<file path="src/cct_pkg.sv">
package cct_pkg;

  // Field and datapath widths
  localparam int DATA_W = 24;
  localparam int PROD_W = 2 * DATA_W;
  localparam int PAIR_W = PROD_W + 1;
  localparam int ACC_W = 59;
  localparam int SUM_W = 60;
  localparam int DEG_W = 5;
  localparam int MAX_DEGREE = 31;
  localparam int CNT_W = $clog2((MAX_DEGREE + 1) * (MAX_DEGREE + 1) + 1);

  // Register file
  localparam int PADDR_W = 3;
  localparam int PDATA_W = 32;
  localparam int REG_IDX_LSB = 2;
  localparam logic REG_DEGREE = 1'b0;

  // Queue between front and back
  localparam int QUEUE_DEPTH = 4;
  localparam int QPTR_W = $clog2(QUEUE_DEPTH);
  localparam int QCNT_W = $clog2(QUEUE_DEPTH + 1);

  // One classified coefficient: six pair sums and the end-of-group mark
  typedef struct packed {
    logic                     last;
    logic signed [PAIR_W-1:0] vv;
    logic signed [PAIR_W-1:0] dd;
    logic signed [PAIR_W-1:0] ww;
    logic signed [PAIR_W-1:0] vd;
    logic signed [PAIR_W-1:0] vw;
    logic signed [PAIR_W-1:0] dw;
  } cct_entry_t;

  // Queue status seen by the front and back
  typedef struct packed {
    logic full;
    logic empty;
  } cct_qstat_t;

  // Coefficients per group: (degree+1)^2 with the degree clamped
  function automatic logic [CNT_W-1:0] group_size(input logic [DEG_W-1:0] deg);
    logic [DEG_W-1:0] deg_sat;
    logic [CNT_W-1:0] n;
    deg_sat = (deg > DEG_W'(MAX_DEGREE)) ? DEG_W'(MAX_DEGREE) : deg;
    n = CNT_W'(deg_sat) + CNT_W'(1);
    return n * n;
  endfunction

endpackage

</file>
<file path="src/cct_queue.sv">
module cct_queue (
  input  logic                clk,
  input  logic                rst,
  input  logic                push,
  input  cct_pkg::cct_entry_t push_entry,
  input  logic                pop,
  output cct_pkg::cct_entry_t head,
  output cct_pkg::cct_qstat_t qstat
);

  cct_pkg::cct_entry_t        slots [cct_pkg::QUEUE_DEPTH];
  logic [cct_pkg::QPTR_W-1:0] wr_ptr;
  logic [cct_pkg::QPTR_W-1:0] rd_ptr;
  logic [cct_pkg::QCNT_W-1:0] fill;

  assign qstat.full  = (fill == cct_pkg::QCNT_W'(cct_pkg::QUEUE_DEPTH));
  assign qstat.empty = (fill == '0);
  assign head        = slots[rd_ptr];

  // Advance pointers and occupancy
  always_ff @(posedge clk) begin
    if (rst) begin
      wr_ptr <= '0;
      rd_ptr <= '0;
      fill   <= '0;
    end else begin
      if (push) begin
        wr_ptr <= wr_ptr + cct_pkg::QPTR_W'(1);
      end
      if (pop) begin
        rd_ptr <= rd_ptr + cct_pkg::QPTR_W'(1);
      end
      if (push && !pop) begin
        fill <= fill + cct_pkg::QCNT_W'(1);
      end else if (pop && !push) begin
        fill <= fill - cct_pkg::QCNT_W'(1);
      end
    end
  end

  // Store entries
  always_ff @(posedge clk) begin
    if (push) begin
      slots[wr_ptr] <= push_entry;
    end
  end

  assert property (@(posedge clk) disable iff (rst)
    fill <= cct_pkg::QCNT_W'(cct_pkg::QUEUE_DEPTH))
    else $error("queue occupancy overrun");

  assert property (@(posedge clk) disable iff (rst)
    !(push && qstat.full))
    else $error("push into full queue");

  assert property (@(posedge clk) disable iff (rst)
    !(pop && qstat.empty))
    else $error("pop from empty queue");

endmodule

</file>
<file path="config.mk">
export PLATFORM = sky130hd
export DESIGN_NAME = cct_queue
export DESIGN_NICKNAME = d
export VERILOG_FILES = /design/src/cct_pkg.sv /design/src/cct_queue.sv
export SDC_FILE = /design/constraint.sdc
export NUM_CORES = 1
export LEC_CHECK = 0
export ABC_AREA = 1
export BUFFER_PORTS_ARGS = -buffer_cell sky130_fd_sc_hd__buf_4
export CAP_MARGIN = 0
export CORE_MARGIN = 3
export CORE_UTILIZATION = 45
export DETAILED_ROUTE_END_ITERATION = 16
export GPL_TIMING_DRIVEN = 0
export PLACE_DENSITY_LB_ADDON = 0.25
export SETUP_SLACK_MARGIN = 0.02
export SYNTH_ARGS = -nofsm -noshare
export SYNTH_HDL_FRONTEND = slang
export SYNTH_SLANG_ARGS = --single-unit
</file>
<file path="constraint.sdc">
create_clock -name clk -period 11.6 [get_ports clk]
set_input_delay 0.58 -clock clk [delete_from_list [all_inputs] [get_ports clk]]
set_output_delay 0.58 -clock clk [all_outputs]
set_load 0.03 [all_outputs]
</file>
==> results.toml, run 1 <==
[run_status]
status = "finished, final reports clean"

[worst_setup_path]
reg2reg_depth = 6
end_kind = "output pin"
critPathLaunchType = "register"
arrival_ns = 3.14
cp.required_ns = 11.02
crit_type = "reg -> out"
crit_fanout = 10

[finish]
finalNetCount = 3942
syn_to_final_growth_pct = 23.19
drive_gt1_share_pct = 23.12
post-route-util_pct = 56.35

[drt]
wire_per_inst_um = 23.48
wl_mm = 117.8
ant_nets = 0
first_iter_violations = 2356
detail_route.first_pass.iterations = 5
routed-via-count = 27120
drc = 0
via_per_inst = 5.405

[clock_network]
cts_resized = 0
clkLatencyLatePin_ns = 0.70
cts_buffers = 117
cts.clk_slew.worst_paths_ns = 0.06
cts_tree = "yes"
postCtsHoldBufs = 0
cts.sinks = 1189
htree_num_levels = 3
root_buffer = "clkbuf_16"
cts.path.max_buffers = 3
post_cts.repair.setup_buffers = 0

[yosys]
yosysUniqueCellTypes = 20
ys_seq_area_share_pct = 81.22
synth.area.mux_share_pct = 0
synth_fa_ha_area_share_pct = 0.1883
yosysWarningCount = 0
syn_inst = 2911
avgSynthCellArea_um2 = 15.06
synth-compound-area-share_pct = 11.03
synth_fp_nets = 3216
synth-simple-area-share_pct = 5.228
ys_ff_latch = 1189
synth_xor_area_share_pct = 0.01997
synth_area_um2 = 43850
synth_top_family_by_area = "compound AO/OA/AOI/OAI gates"

[floorplanning]
std_cell_rows = 113
die_y_um = 318.2
ios = 596
core_um2 = 95860
dieArea_um2 = 101200
initial_utilization_pct = 45.74
die_w_um = 318.2

[timing]
hold_viol_final = 0
worst_slack_ns = 7.880
fmax_mhz = 268.8
finClkSkew_ns = 0.01938
drv_slew = 0
rsz0062_at_grt = "false"
setup_violations = 0
relSlewSlack_pct = 47.88
tightest_slew_ns = 0.7819
finalCriticalPeriod_ns = 3.720
fin_tns_setup_ns = 0
holdWs_ns = 0.06639
period_share_pct = 32.07

[flow_run]
drv_cap = 0

[global_routing]
grt_pass1_wl_mm = 171.6
overflow = 0
antenna_found_initial = 27
grt_pass1_vias = 26650
track_usage_pct = 22.56
grt_max_degree = 105

[power]
clockPowerShare_pct = 37.1
cellLeakagePower_nw = 18.71
p_int_mw = 7.436
power_frac_seq_pct = 50.0
switching_share_pct = 24.85
vdd_drop_max_v = 0.0001439
p_comb_share_pct = 12.8
p_sw_mw = 2.459
p_per_area_nw_per_um2 = 183.2

[placement]
gp_congestion = 0.7644
dp_hpwl_mm = 75.36
dpl_worst_slack_ns = 8.532
io_buffers = 595

[hold_path]
min_path_type = "in -> reg"
holdPathStages = 2
[power groups by stage]
stage	sequential [mW]	clock [mW]	combinational, mW
floorplan	5.08	0	0.670
global placement	5.13	0	1.25
detailed placement	5.04	0	1.28
CTS	4.95	3.74	1.28
global route	4.96	3.92	1.36
finish	4.95	3.67	1.27
[Yosys cell counts]
cell type / instances / share of area (%)
ha_1: 5 / 0.14
inv_4: 1 / 0.014
fa_1: 1 / 0.046
o21ai_0: 595 / 6.8
buf_6: 13 / 0.33
buf_2: 76 / 0.87
nor2_1: 596 / 5.1
o22ai_1: 295 / 4.2
nor3_1: 2 / 0.023
edfxtp_1: 1180 / 81
buf_12: 1 / 0.046
a21oi_1: 3 / 0.034
inv_1: 15 / 0.13
clkbuf_1: 106 / 0.91
nand4_1: 1 / 0.014
inv_2: 1 / 0.0086
dfxtp_1: 9 / 0.41
nand2_1: 9 / 0.077
xor2_1: 1 / 0.020
nand3_1: 1 / 0.011
[placed cells by master (no fill, tap or decap), types with 2 or more instances in the layout]
master	netlist	routed
clkinvlp_4	0	6
nor2_1	596	596
clkbuf_16	0	118
a21oi_1	3	3
edfxtp_1	1180	1180
buf_6	13	13
inv_6	0	4
buf_16	0	12
clkinv_2	0	19
diode_2	0	19
o21ai_0	595	595
inv_1	15	11
clkinv_1	0	26
bufinv_16	0	12
inv_8	0	4
buf_2	76	76
buf_4	0	595
nand2_1	9	9
dfxtp_1	9	9
ha_1	5	5
clkbuf_1	106	135
nor3_1	2	2
o22ai_1	295	295
[stage by stage]
stage / std cells / cell area [um^2] / power, mW
2_1_floorplan: 2911 / 43850 / 5.755
3_3_place_gp: 4771 / 49900 / 6.386
3_5_place_dp: 4783 / 50260 / 6.323
4_1_cts: 4998 / 53970 / 9.974
5_1_grt: 5011 / 54000 / 10.24
6_report: 5017 / 54020 / 9.896
[sequential cells by signal (all words and copies together), names as in the netlist, named ones only]
signal	count
slots	1180
wr_ptr	2
rd_ptr	2
fill	3
[cell families after synthesis]
kind of cell / count (synthesis)
AO/OA/AOI/OAI: 893
XOR/XNOR: 1
adder cells (fa/ha/maj): 6
buffers and inverters: 213
flip-flops: 1189
AND/OR/NAND/NOR: 609
[metal layers]
metal | global-route usage [%] | part of all wire [%] | vias up | wire length, um
li1 | - | - | 12560 | -
met1 | 27.74 | 38 | 13400 | 44570
met2 | 37.63 | 50 | 978 | 58720
met3 | 7.518 | 9.2 | 176 | 10860
met4 | 7.554 | 3.0 | 14 | 3531
met5 | 0 | 0.093 | - | 110
[worst max-delay path, cell delays in order (launching register included)]
cell and delay (ns):
dfxtp_1 0.30, buf_2 0.25, inv_2 0.29, buf_2 0.46
clkbuf_1 0.49, o21ai_0 0.23, o22ai_1 0.18, buf_4 0.21
[final timing paths]
check,start,to,slack (ns)
max,register,head[135],7.88
min,rst,fill[0],0.07
max reg2reg,wr_ptr[1],slots[1][116],9.10
min reg2reg,rd_ptr[1],register,0.44
[cell type report]
type | instances | area [um^2]
Clock buffer | 147 | 3062
Inverter | 17 | 96.34
Buffer | 196 | 944.7
Tap cell | 1265 | 1583
Timing Repair Buffer | 607 | 4797
Fill cell | 7647 | 41840
Multi-Input combinational cell | 1509 | 7222
Clock inverter | 68 | 649.4
Sequential cell | 1189 | 35610
Antenna cell | 19 | 47.55
Power figures use the tool's default switching activity.
==> inputs of run 2 (changes only) <==
clock period = 3.5 ns   (was 11.6 ns; I/O delays follow)
==> run 2 against run 1 <==
Via count increased by 5.9%. Utilization increased by 3.5 points. Wire length increased by 2.5%. Sequential share of layout area decreased by 3.9 points. Non-clock buffer count increased by 327. Die area unchanged. Clock skew is 0.010 ns higher. Global-route usage is 0.55 points higher. Sequential cell count stayed put. Hold slack improved by 0.14 ns. Critical endpoint is now head[217]. Largest power group unchanged.
==> results.toml, run 2 (synthesized netlist as in run 1, its figures left out) <==
[run_status]
status = "finished, final reports clean"

[global_routing]
antenna_found_initial = 18
busiest_layer = "met2"
overflow = 0
grt_pass1_vias = 28510
track_usage_pct = 23.11
use_met2_pct = 39.35
grt_max_degree = 37
grtUsageMet1_pct = 29.68
grt_pass1_wl_mm = 178.4
grt_use_met3_pct = 5.637

[drt]
routed-via-count = 28720
first_iter_violations = 2497
wire_per_inst_um = 22.60
wl_mm = 120.8
via_per_inst = 5.376
ant_nets = 0
drc = 0
detail_route.first_pass.iterations = 5

[worst_setup_path]
critPathSlowestCell = "buf_2"
cpPeakStageDelay_ns = 0.47
reg2reg_depth = 11
crit_type = "reg -> out"
cp-endpoint = "head[217]"
rr_endpoint = "slots[3][137]"
end_kind = "output pin"
cpMostUsedCell = "buf_2"
cp.required_ns = 3.32
arrival_ns = 3.13
critPathLaunchType = "register"
r2r_start = "wr_ptr[0]"
crit_fanout = 10
r2r_slack_ns = 0.40
cp_cell_sequence = "buf_2 -> inv_2 -> buf_2 -> clkbuf_1 -> o21ai_0 -> o22ai_1 -> buf_4"

[finish]
finalNetCount = 4270
drive_gt1_share_pct = 22.24
most-common-layout-cells = "edfxtp_1, nor2_1, o21ai_0, buf_4, dlygate4sd3_1"
syn_to_final_growth_pct = 30.90
post-route-cell-area_um2 = 57400
top_regs = "slots (1180), fill (3)"
final_common_cell = "edfxtp_1"
largest_reg_flops = 1180
n_fill_cell = 7333
top_register = "slots"

[clock_network]
cts.sinks = 1189
root_buffer = "clkbuf_16"
cts.path.max_buffers = 3
clkLatencyLatePin_ns = 0.70
cts_buffers = 118
cts_tree = "yes"
post_cts.repair.setup_buffers = 0
cts.clk_slew.worst_paths_ns = 0.06
htree_num_levels = 3

[timing]
hold_viol_final = 0
fmax_mhz = 302.3
finalCriticalPeriod_ns = 3.308
fin_tns_setup_ns = 0
setup_violations = 0
relSlewSlack_pct = 51.45
drv_slew = 0
holdWs_ns = 0.2042
period_share_pct = 94.51
rsz0062_at_grt = "false"
tightest_slew_ns = 0.7268
finClkSkew_ns = 0.02982

[floorplanning]
die_w_um = 318.2
die_y_um = 318.2
std_cell_rows = 113
core_um2 = 95860
ios = 596
dieArea_um2 = 101200
initial_utilization_pct = 45.74

[power]
totalPowerFinal_mw = 32.90
vdd_drop_max_v = 0.0005043
p_per_area_nw_per_um2 = 573.3
cellLeakagePower_nw = 20.10

[placement]
placedInstanceArea_um2 = 50740
gp_congestion = 0.7816
dp_hpwl_mm = 79.36
io_buffers = 595

[flow_run]
drv_cap = 0

[hold_path]
holdPathStages = 2
min_path_type = "in -> reg"
run 2: cell types whose count changed in the layout (fill, tap and decap cells not counted), moves of 3 or more:
cell / before / now
ha_2: 0 / 3
clkinv_2: 19 / 23
nand2_2: 0 / 3
inv_8: 4 / 0
dlygate4sd3_1: 0 / 299
clkinvlp_4: 6 / 9
clkbuf_1: 135 / 131
buf_12: 1 / 40
diode_2: 19 / 12
bufinv_16: 12 / 6
buf_16: 12 / 1
clkinv_1: 26 / 32
ha_1: 5 / 2
nand2_1: 9 / 6
run 2: what timing repair did:
item,CTS,global route
hold buffers,299,0
hold endpoints to repair,1189,0
resized for setup,0,0
run 2: area by class of cell:
type | instances | area (um^2) | area share [%]
Tap cell | 1265 | 1583 | 2.758
Clock buffer | 145 | 3097 | 5.395
Buffer | 196 | 944.7 | 1.646
Inverter | 17 | 81.33 | 0.1417
Sequential cell | 1189 | 35620 | 62.05
Clock inverter | 75 | 539.3 | 0.9396
Antenna cell | 12 | 30.03 | 0.05232
Multi-Input combinational cell | 1509 | 7237 | 12.61
Timing Repair Buffer | 934 | 8268 | 14.40
run 2: where the power goes:
part	leakage (nW)	internal, mW	switching [mW]	total (mW)
clock network	1.78	6.70	5.20	11.9
logic	7.41	1.58	3.02	4.60
registers	10.9	16.3	0.115	16.4
run 2: routing by layer:
metal | up-vias | share of wire, %
met5 | - | 0.066
met4 | 14 | 2.6
met3 | 191 | 7.8
met2 | 1115 | 50
met1 | 14180 | 40
li1 | 13220 | -
run 2: metrics by stage:
| stage | instances | util (%) | setup WS [ns] |
|---|---|---|---|
| after floorplan | 2911 | - | -1.918 |
| after global placement | 4771 | 52.09 | -5.855 |
| after detailed placement | 4811 | 52.93 | 0.3780 |
| after CTS | 5330 | 59.84 | 0.1517 |
| after global routing | 5335 | 59.86 | 0.06210 |
| final | 5342 | 59.88 | 0.1921 |
run 2: critical path: cells and delay by family (launching register included):
kind,cells,cell delay [ns]
flops,1,0.29
compound gates,2,0.52
buf+inv,5,1.61
run 2: how the worst min path moves through the flow:
| stage | slack [ns] | endpoint | startpoint |
|---|---|---|---|
| final | 0.20 | slots[3][256] | push_entry[256] |
| after global placement | 0.34 | fill[0] | rst |
| after CTS | 0.15 | slots[3][254] | push_entry[254] |
| after detailed placement | 0.35 | fill[0] | rst |
| after floorplan | 0.25 | fill[0] | rst |
| after global routing | 0.18 | slots[0][32] | push_entry[32] |
