$ cat src/cct_pkg.sv
package cct_pkg;

  // Field and datapath widths
  localparam int DATA_W = 24;
  localparam int PROD_W = 2 * DATA_W;
  localparam int PAIR_W = PROD_W + 1;
  localparam int ACC_W = 59;
  localparam int SUM_W = 60;
  localparam int DEG_W = 5;
  localparam int MAX_DEGREE = 31;
  localparam int CNT_W = $clog2((MAX_DEGREE + 1) * (MAX_DEGREE + 1) + 1);

  // Register file
  localparam int PADDR_W = 3;
  localparam int PDATA_W = 32;
  localparam int REG_IDX_LSB = 2;
  localparam logic REG_DEGREE = 1'b0;

  // Queue between front and back
  localparam int QUEUE_DEPTH = 4;
  localparam int QPTR_W = $clog2(QUEUE_DEPTH);
  localparam int QCNT_W = $clog2(QUEUE_DEPTH + 1);

  // One classified coefficient: six pair sums and the end-of-group mark
  typedef struct packed {
    logic                     last;
    logic signed [PAIR_W-1:0] vv;
    logic signed [PAIR_W-1:0] dd;
    logic signed [PAIR_W-1:0] ww;
    logic signed [PAIR_W-1:0] vd;
    logic signed [PAIR_W-1:0] vw;
    logic signed [PAIR_W-1:0] dw;
  } cct_entry_t;

  // Queue status seen by the front and back
  typedef struct packed {
    logic full;
    logic empty;
  } cct_qstat_t;

  // Coefficients per group: (degree+1)^2 with the degree clamped
  function automatic logic [CNT_W-1:0] group_size(input logic [DEG_W-1:0] deg);
    logic [DEG_W-1:0] deg_sat;
    logic [CNT_W-1:0] n;
    deg_sat = (deg > DEG_W'(MAX_DEGREE)) ? DEG_W'(MAX_DEGREE) : deg;
    n = CNT_W'(deg_sat) + CNT_W'(1);
    return n * n;
  endfunction

endpackage

$ cat src/cct_back.sv
module cct_back (
  input  logic                              clk,
  input  logic                              rst,
  input  cct_pkg::cct_entry_t               head,
  input  cct_pkg::cct_qstat_t               qstat,
  output logic                              pop,
  output logic                              out_valid,
  input  logic                              out_stall,
  output logic signed [cct_pkg::SUM_W-1:0]  vv_sum,
  output logic signed [cct_pkg::SUM_W-1:0]  dd_sum,
  output logic signed [cct_pkg::SUM_W-1:0]  ww_sum,
  output logic signed [cct_pkg::SUM_W-1:0]  vd_sum,
  output logic signed [cct_pkg::SUM_W-1:0]  vw_sum,
  output logic signed [cct_pkg::SUM_W-1:0]  dw_sum
);

  localparam int EXT_W = cct_pkg::ACC_W - cct_pkg::PAIR_W;

  logic [cct_pkg::ACC_W-1:0] acc_vv, acc_dd, acc_ww, acc_vd, acc_vw, acc_dw;
  logic [cct_pkg::ACC_W-1:0] acc_vv_next, acc_dd_next, acc_ww_next;
  logic [cct_pkg::ACC_W-1:0] acc_vd_next, acc_vw_next, acc_dw_next;
  logic                      out_free;
  logic                      emit;

  // Take the head unless it closes a group and the result register is held
  assign out_free = !out_valid || !out_stall;
  assign pop      = !qstat.empty && (!head.last || out_free);
  assign emit     = pop && head.last;

  // Accumulate modulo 2^59
  assign acc_vv_next = acc_vv + {{EXT_W{head.vv[cct_pkg::PAIR_W-1]}}, head.vv};
  assign acc_dd_next = acc_dd + {{EXT_W{head.dd[cct_pkg::PAIR_W-1]}}, head.dd};
  assign acc_ww_next = acc_ww + {{EXT_W{head.ww[cct_pkg::PAIR_W-1]}}, head.ww};
  assign acc_vd_next = acc_vd + {{EXT_W{head.vd[cct_pkg::PAIR_W-1]}}, head.vd};
  assign acc_vw_next = acc_vw + {{EXT_W{head.vw[cct_pkg::PAIR_W-1]}}, head.vw};
  assign acc_dw_next = acc_dw + {{EXT_W{head.dw[cct_pkg::PAIR_W-1]}}, head.dw};

  // Update accumulators, clear them when a group ends
  always_ff @(posedge clk) begin
    if (rst) begin
      acc_vv <= '0;
      acc_dd <= '0;
      acc_ww <= '0;
      acc_vd <= '0;
      acc_vw <= '0;
      acc_dw <= '0;
    end else if (pop) begin
      if (head.last) begin
        acc_vv <= '0;
        acc_dd <= '0;
        acc_ww <= '0;
        acc_vd <= '0;
        acc_vw <= '0;
        acc_dw <= '0;
      end else begin
        acc_vv <= acc_vv_next;
        acc_dd <= acc_dd_next;
        acc_ww <= acc_ww_next;
        acc_vd <= acc_vd_next;
        acc_vw <= acc_vw_next;
        acc_dw <= acc_dw_next;
      end
    end
  end

  // Result register valid
  always_ff @(posedge clk) begin
    if (rst) begin
      out_valid <= 1'b0;
    end else if (emit) begin
      out_valid <= 1'b1;
    end else if (!out_stall) begin
      out_valid <= 1'b0;
    end
  end

  // Load result: power sums sign-extended, cross sums doubled
  always_ff @(posedge clk) begin
    if (emit) begin
      vv_sum <= {acc_vv_next[cct_pkg::ACC_W-1], acc_vv_next};
      dd_sum <= {acc_dd_next[cct_pkg::ACC_W-1], acc_dd_next};
      ww_sum <= {acc_ww_next[cct_pkg::ACC_W-1], acc_ww_next};
      vd_sum <= {acc_vd_next, 1'b0};
      vw_sum <= {acc_vw_next, 1'b0};
      dw_sum <= {acc_dw_next, 1'b0};
    end
  end

  assert property (@(posedge clk) disable iff (rst)
    emit |=> (acc_vv == '0) && (acc_vd == '0) && (acc_dw == '0))
    else $error("accumulators not cleared after group end");

  assert property (@(posedge clk) disable iff (rst)
    (out_valid && out_stall) |-> !emit)
    else $error("result overwritten while held");

endmodule
$ cat config.mk
export PLATFORM = sky130hd
export DESIGN_NAME = cct_back
export DESIGN_NICKNAME = d
export VERILOG_FILES = /design/src/cct_pkg.sv /design/src/cct_back.sv
export SDC_FILE = /design/constraint.sdc
export NUM_CORES = 1
export LEC_CHECK = 0
export BUFFER_PORTS_ARGS = -buffer_cell sky130_fd_sc_hd__buf_4
export CORE_MARGIN = 2
export CORE_UTILIZATION = 52
export CTS_CLUSTER_DIAMETER = 40
export DETAILED_ROUTE_END_ITERATION = 7
export PLACE_DENSITY = 0.83
export SYNTH_ARGS = -nofsm -noshare
export SYNTH_HDL_FRONTEND = slang
export SYNTH_SLANG_ARGS = --single-unit
$ cat constraint.sdc
create_clock -name clk -period 10.6 [get_ports clk]
set_input_delay 1.06 -clock clk [delete_from_list [all_inputs] [get_ports clk]]
set_output_delay 1.06 -clock clk [all_outputs]
set_load 0.1 [all_outputs]
==> run metrics, run 1 <==
Hold Slack 0.462 ns; crit path capture type register; GR Overflow Total 0; CP cell instances buf_4, ha_1, fa_1, a21oi_1, o221ai_1, a221oi_2, o211a_1, o21ai_0, a31oi_1, o21ai_1, a31oi_1, o21ai_0, xor2_1; P_int 6320 uW; worst stage delay on the critical path 0.47 ns; worst relative slew slack 17.5%; Setup crit start kind primary input; Post-Syn Area 42500 sq um; routability-driven placement congestion ratio 0.984; Power Density 187 nW/um^2; worst-margin pin slew 1.21 ns; Multi-input gate area 23500 sq um; sequential cell fraction of total power 33.3%; clock slew at reported path FFs 0.06 ns; Vias/cell 6.20; routing usage on met2 51.4%; final wirelength 138000 microns; crit path time final 4.43 ns; critical path data required time 11.01 ns; Synth area leaders edfxtp_1 25%, dfxtp_1 17%, ha_1 10%, a21oi_1 4.7%, xnor2_1 4.2%; worst skew pair latency 0.68 ns; Fin. Hold Viols 0; commonest non-fill, non-tap cell in the layout buf_4; Leakage Power 0.0230 uW; post-CTS resize count 0; row cnt 104; VDD IR-drop max 150 uV; core area 80700 sq um; fin crit share 41.8%; RSZ-0062 raised after global routing no; mean area per synthesized cell 9.58 sq um; Setup Buffers After CTS 0; DRT Pass-1 Iters 6; CTS Buf Count 114; clock tree sinks 709; Final setup viols 0; ANT nets after route 0; area of the die 84000 sq um; CTS H-tree depth 3; largest net degree at the start of global routing 180; # hold bufs at CTS 0; Fin Clk Skew 0.0318 ns; first-pass GRT wire length 211000 microns; Area growth syn-to-layout 22.8%; via count 38199; met1 GRT Util 40.0%; outcome finished clean; CTS tree done; nets@finish 5631; max-slew violation total from the final report 0; post-synthesis sequential element count 709; die height 290 microns; Yosys top cell by area edfxtp_1; die width 290 microns; CP max stage cell a31oi_1; WS Path Type primary input to register; worst path arrival time 4.84 ns; combinational fraction of design power 25.9%; worst-path fanout max 4; Area after DPL 48000 sq um; Final Core Density 64.7%; Detail Placement HPWL 103000 microns; design area 52200 sq um; Hold Path Class register to register; Yosys cell types 84; Reg area 17700 sq um; Fill cells 6542; number of global-route vias before repair 36680; # DRC 0; post-synth top area share 25.0%; Net Switching 3430 uW; sequential-to-total area share from yosys stat 41.8%; Overall Global Routing Usage 31.6%; clock share of power 40.8%; layout cell share with drive strength beyond 1 18.4%; CTS root buf clkbuf_16; max_cap viols 0; EDFF count, synth 354; clock tree buffer depth 3; Boundary Pins 662; final setup TNS 0 ns; initial antenna violation count 28; Mapped Cells 4434; Max Fclk 0.226 GHz; commonest register cell after synthesis dfxtp_1; Synth Warn # 0; initial drt markers 3244; grt met3 use 6.60%; switching part of the total power 35.2%; commonest non-fill, non-tap cells in the layout 674 x buf_4, 403 x a21oi_1, 368 x nor2_1; WL/cell 22.5 microns; Port Buf Inserts 657; layer with the highest usage met2; FFs w/ async S/R, synth 0%; Starting Density 52.7%
## state kept, by name, indices dropped and copies added, names as in the netlist
signal	cells
ww_sum	59
vd_sum	59
out_valid	1
acc_vd	59
acc_ww	59
acc_vw	59
dw_sum	59
acc_dd	59
acc_dw	59
acc_vv	59
vw_sum	59
vv_sum	59
dd_sum	59
## worst max-delay path: cells and delay by family
kind | cells | cell delay (ns)
buffers and inverters | 1 | 0.11
XOR/XNOR | 1 | 0.18
AO/OA/AOI/OAI | 9 | 2.83
adder cells (fa/ha/maj) | 2 | 0.66
## metal layers
layer	vias up	part of all wire, %
met5	-	0.057
met4	12	5.1
met3	357	7.9
met2	1655	46
met1	18246	41
li1	17929	-
## power groups by stage
stage | Clock, uW | Sequential [uW] | Combinational (uW)
3_5_place_dp | 0 | 3300 | 2480
6_report | 3970 | 3250 | 2520
5_1_grt | 4130 | 3270 | 2680
4_1_cts | 4020 | 3250 | 2500
2_1_floorplan | 0 | 4020 | 1130
3_3_place_gp | 0 | 3290 | 2460
## cells in the mapped netlist (19+ instances only)
cell type	instances
a21o_1	217
a211oi_1	44
inv_1	87
nand4_1	91
and3_1	32
ha_1	348
xnor2_1	204
nand2_1	283
nand3_1	75
and2_1	31
xor2_1	127
nor2_1	370
nor2b_1	29
o31ai_1	27
a31oi_1	60
o21ai_0	208
nor3_1	69
o21a_1	45
a21oi_1	403
clkbuf_1	233
dfxtp_1	355
edfxtp_1	354
a21boi_0	19
a22o_1	179
or3_1	20
a22oi_1	140
o211ai_1	20
o21bai_1	87
## metrics by stage
| stage | total power (uW) | worst slack [ns] | std cells |
|---|---|---|---|
| final | 9740 | 6.17 | 6160 |
| after global routing | 10100 | 6.01 | 6159 |
| after CTS | 9760 | 6.29 | 6139 |
| after detailed placement | 5780 | 5.59 | 5921 |
| after global placement | 5750 | 5.59 | 5921 |
| after floorplan | 5150 | 3.59 | 4436 |
## cells by family (layout without fill, tap and decap cells)
family	Yosys count	after routing	share of synthesized area [%]
DFF	709	709	41.8
and+or+nand+nor	1097	1097	12.1
AOI/OAI and AO/OA	1596	1596	25.6
xor gates and xnor gates	331	331	6.82
buffers and inverters	339	982	3.06
other	1	24	0.00883
muxes	7	7	0.165
adders and majority gates	354	354	10.5
## path summary, 6_finish.rpt
check | startpoint | to | slack, ns | depth (start not counted)
worst min-delay path | acc_dd[54] | acc_dd[54] | 0.46 | 2
worst min register to register | acc_dd[54] | acc_dd[54] | 0.46 | 2
worst max register to register | acc_ww[0] | ww_sum[52] | 6.37 | 12
worst max-delay path | head[147] | ww_sum[52] | 6.17 | 13
## layout make-up
type	instances	share of cell area, %
diodes	21	0.101
clock buffers	124	5.74
clock inverters	94	2.22
inverters	88	0.633
multi-input cells	3388	45.0
flip-flops and latches	709	34.0
well taps	1060	2.54
repair buffers	676	9.76
Power figures use the tool's default switching activity.
==> inputs of run 2 (changes only) <==
==> constraint.sdc (replaced) <==
create_clock -name clk -period 3.6 [get_ports clk]
set_input_delay 0.36 -clock clk [delete_from_list [all_inputs] [get_ports clk]]
set_output_delay 0.36 -clock clk [all_outputs]
set_load 0.1 [all_outputs]
==> run metrics, run 2 (synthesis results as in run 1) <==
Detail Placement HPWL 104000 microns; Area after DPL 49900 sq um; via count 38929; worst-path fanout max 4; initial antenna violation count 20; DRT Pass-1 Iters 7; area of the die 84000 sq um; CTS H-tree depth 3; Hold Path Class primary input to register; CTS tree done; worst skew pair latency 0.68 ns; Power Density 527 nW/um^2; Starting Density 52.7%; Port Buf Inserts 657; max_cap viols 0; WL/cell 21.9 microns; core area 80700 sq um; largest net degree at the start of global routing 140; Non-Filler Instances 6394; row cnt 104; worst path arrival time 4.13 ns; commonest non-fill, non-tap cells in the layout 901 x buf_4, 400 x a21oi_1, 367 x nor2_1; outcome finished clean; clock tree sinks 709; Final setup viols 0; fin crit share 99.0%; number of global-route vias before repair 38090; Leakage Power 0.0241 uW; WS Path Type primary input to register; crit path capture type register; CTS Buf Count 111; initial drt markers 2840; Reg area 17700 sq um; final setup TNS 0 ns; design area 54200 sq um; ANT nets after route 0; GR Overflow Total 0; Vias/cell 6.09; Setup crit start kind primary input; Overall Global Routing Usage 31.8%; routability-driven placement congestion ratio 0.955; die width 290 microns; Fill cells 6270; Fin. Hold Viols 0; reg2reg path depth 14; Fin Clk Skew 0.0273 ns; worst relative slew slack 41.4%; worst setup margin 0.0371 ns; first-pass GRT wire length 214000 microns; worst-margin pin slew 0.879 ns; clock tree buffer depth 3; commonest non-fill, non-tap cell in the layout buf_4; critical path data required time 4.17 ns; layout cell share with drive strength beyond 1 22.5%; max-slew violation total from the final report 0; nets@finish 5873; Hold Path Stages 2; die height 290 microns; # DRC 0; final wirelength 140000 microns; Max Fclk 0.281 GHz; Area growth syn-to-layout 27.5%; placed insts 6155; crit path time final 3.56 ns; Multi-input gate area 23700 sq um; Boundary Pins 662; CTS root buf clkbuf_16; VDD IR-drop max 526 uV; Setup WS pre-CTS -0.155 ns; clock slew at reported path FFs 0.06 ns
## run 2: cell count changes in the layout (fill, tap and decap cells not counted), moves of 4 or more
cell	delta
a2111oi_0	-6
buf_12	+12
buf_4	+227
clkbuf_16	-4
clkinv_8	-5
clkinvlp_4	+5
diode_2	-5
dlygate4sd3_1	+6
inv_6	-5
o21ai_0	-4
## run 2: what timing repair did
action | 4_1_cts | 5_1_grt
setup buffers | 0 | 5
setup endpoints to repair | 4 | 88
resized for setup | 3 | 44
pin swaps | 1 | 15
hold buffers | 6 | 0
endpoints found under the hold margin | 24 | 0
## run 2: where the power goes
part           total, uW  internal, uW  switching, uW
clock network      11200          6770           4450
logic               7750          2420           5340
registers           9570          9270            305
## run 2: metrics by stage
step	power (uW)	hold slack [ns]	util [%]
3_5_place_dp	17300	0.449	61.9
3_3_place_gp	17200	0.442	61.9
5_1_grt	29500	0.0234	67.2
2_1_floorplan	15100	0.429	-
6_report	28500	0.0486	67.2
4_1_cts	28500	0.00140	66.8
## run 2: final timing paths
kind | from | endpoint | slack [ns]
worst max register to register | acc_dd[0] | acc_dd[58] | 0.08
worst max-delay path | head[98] | acc_vd[50] | 0.04
worst min-delay path | head[245] | vv_sum[0] | 0.05
worst min register to register | acc_ww[49] | acc_ww[49] | 0.46
## run 2: critical path, cell delays in order
cell           delay (ns)
dlygate4sd3_1        0.54
buf_4                0.13
ha_1                 0.21
fa_1                 0.41
a21o_1               0.19
a211o_1              0.33
a2111o_1             0.41
o211ai_1             0.21
a2111oi_2            0.20
o2111a_1             0.33
nor2_4               0.18
o21ai_0              0.11
buf_4                0.17
xnor2_1              0.14
a22o_1               0.21
## run 2: area by class of cell
class,instances,share of cell area (%)
Antenna cell,16,0.0739
Clock buffer,123,5.40
Clock inverter,89,1.87
Inverter,88,0.658
Multi-Input combinational cell,3388,43.7
Sequential cell,709,32.7
Tap cell,1060,2.45
Timing Repair Buffer,921,13.1
## run 2: layer usage
metal | GRT usage (%) | routed length, microns | up-vias
met1 | 38.8 | 55100 | 18519
met4 | 17.3 | 8020 | 10
li1 | - | - | 18374
met2 | 52.1 | 64800 | 1630
met5 | 0 | 60 | -
met3 | 7.53 | 11800 | 396
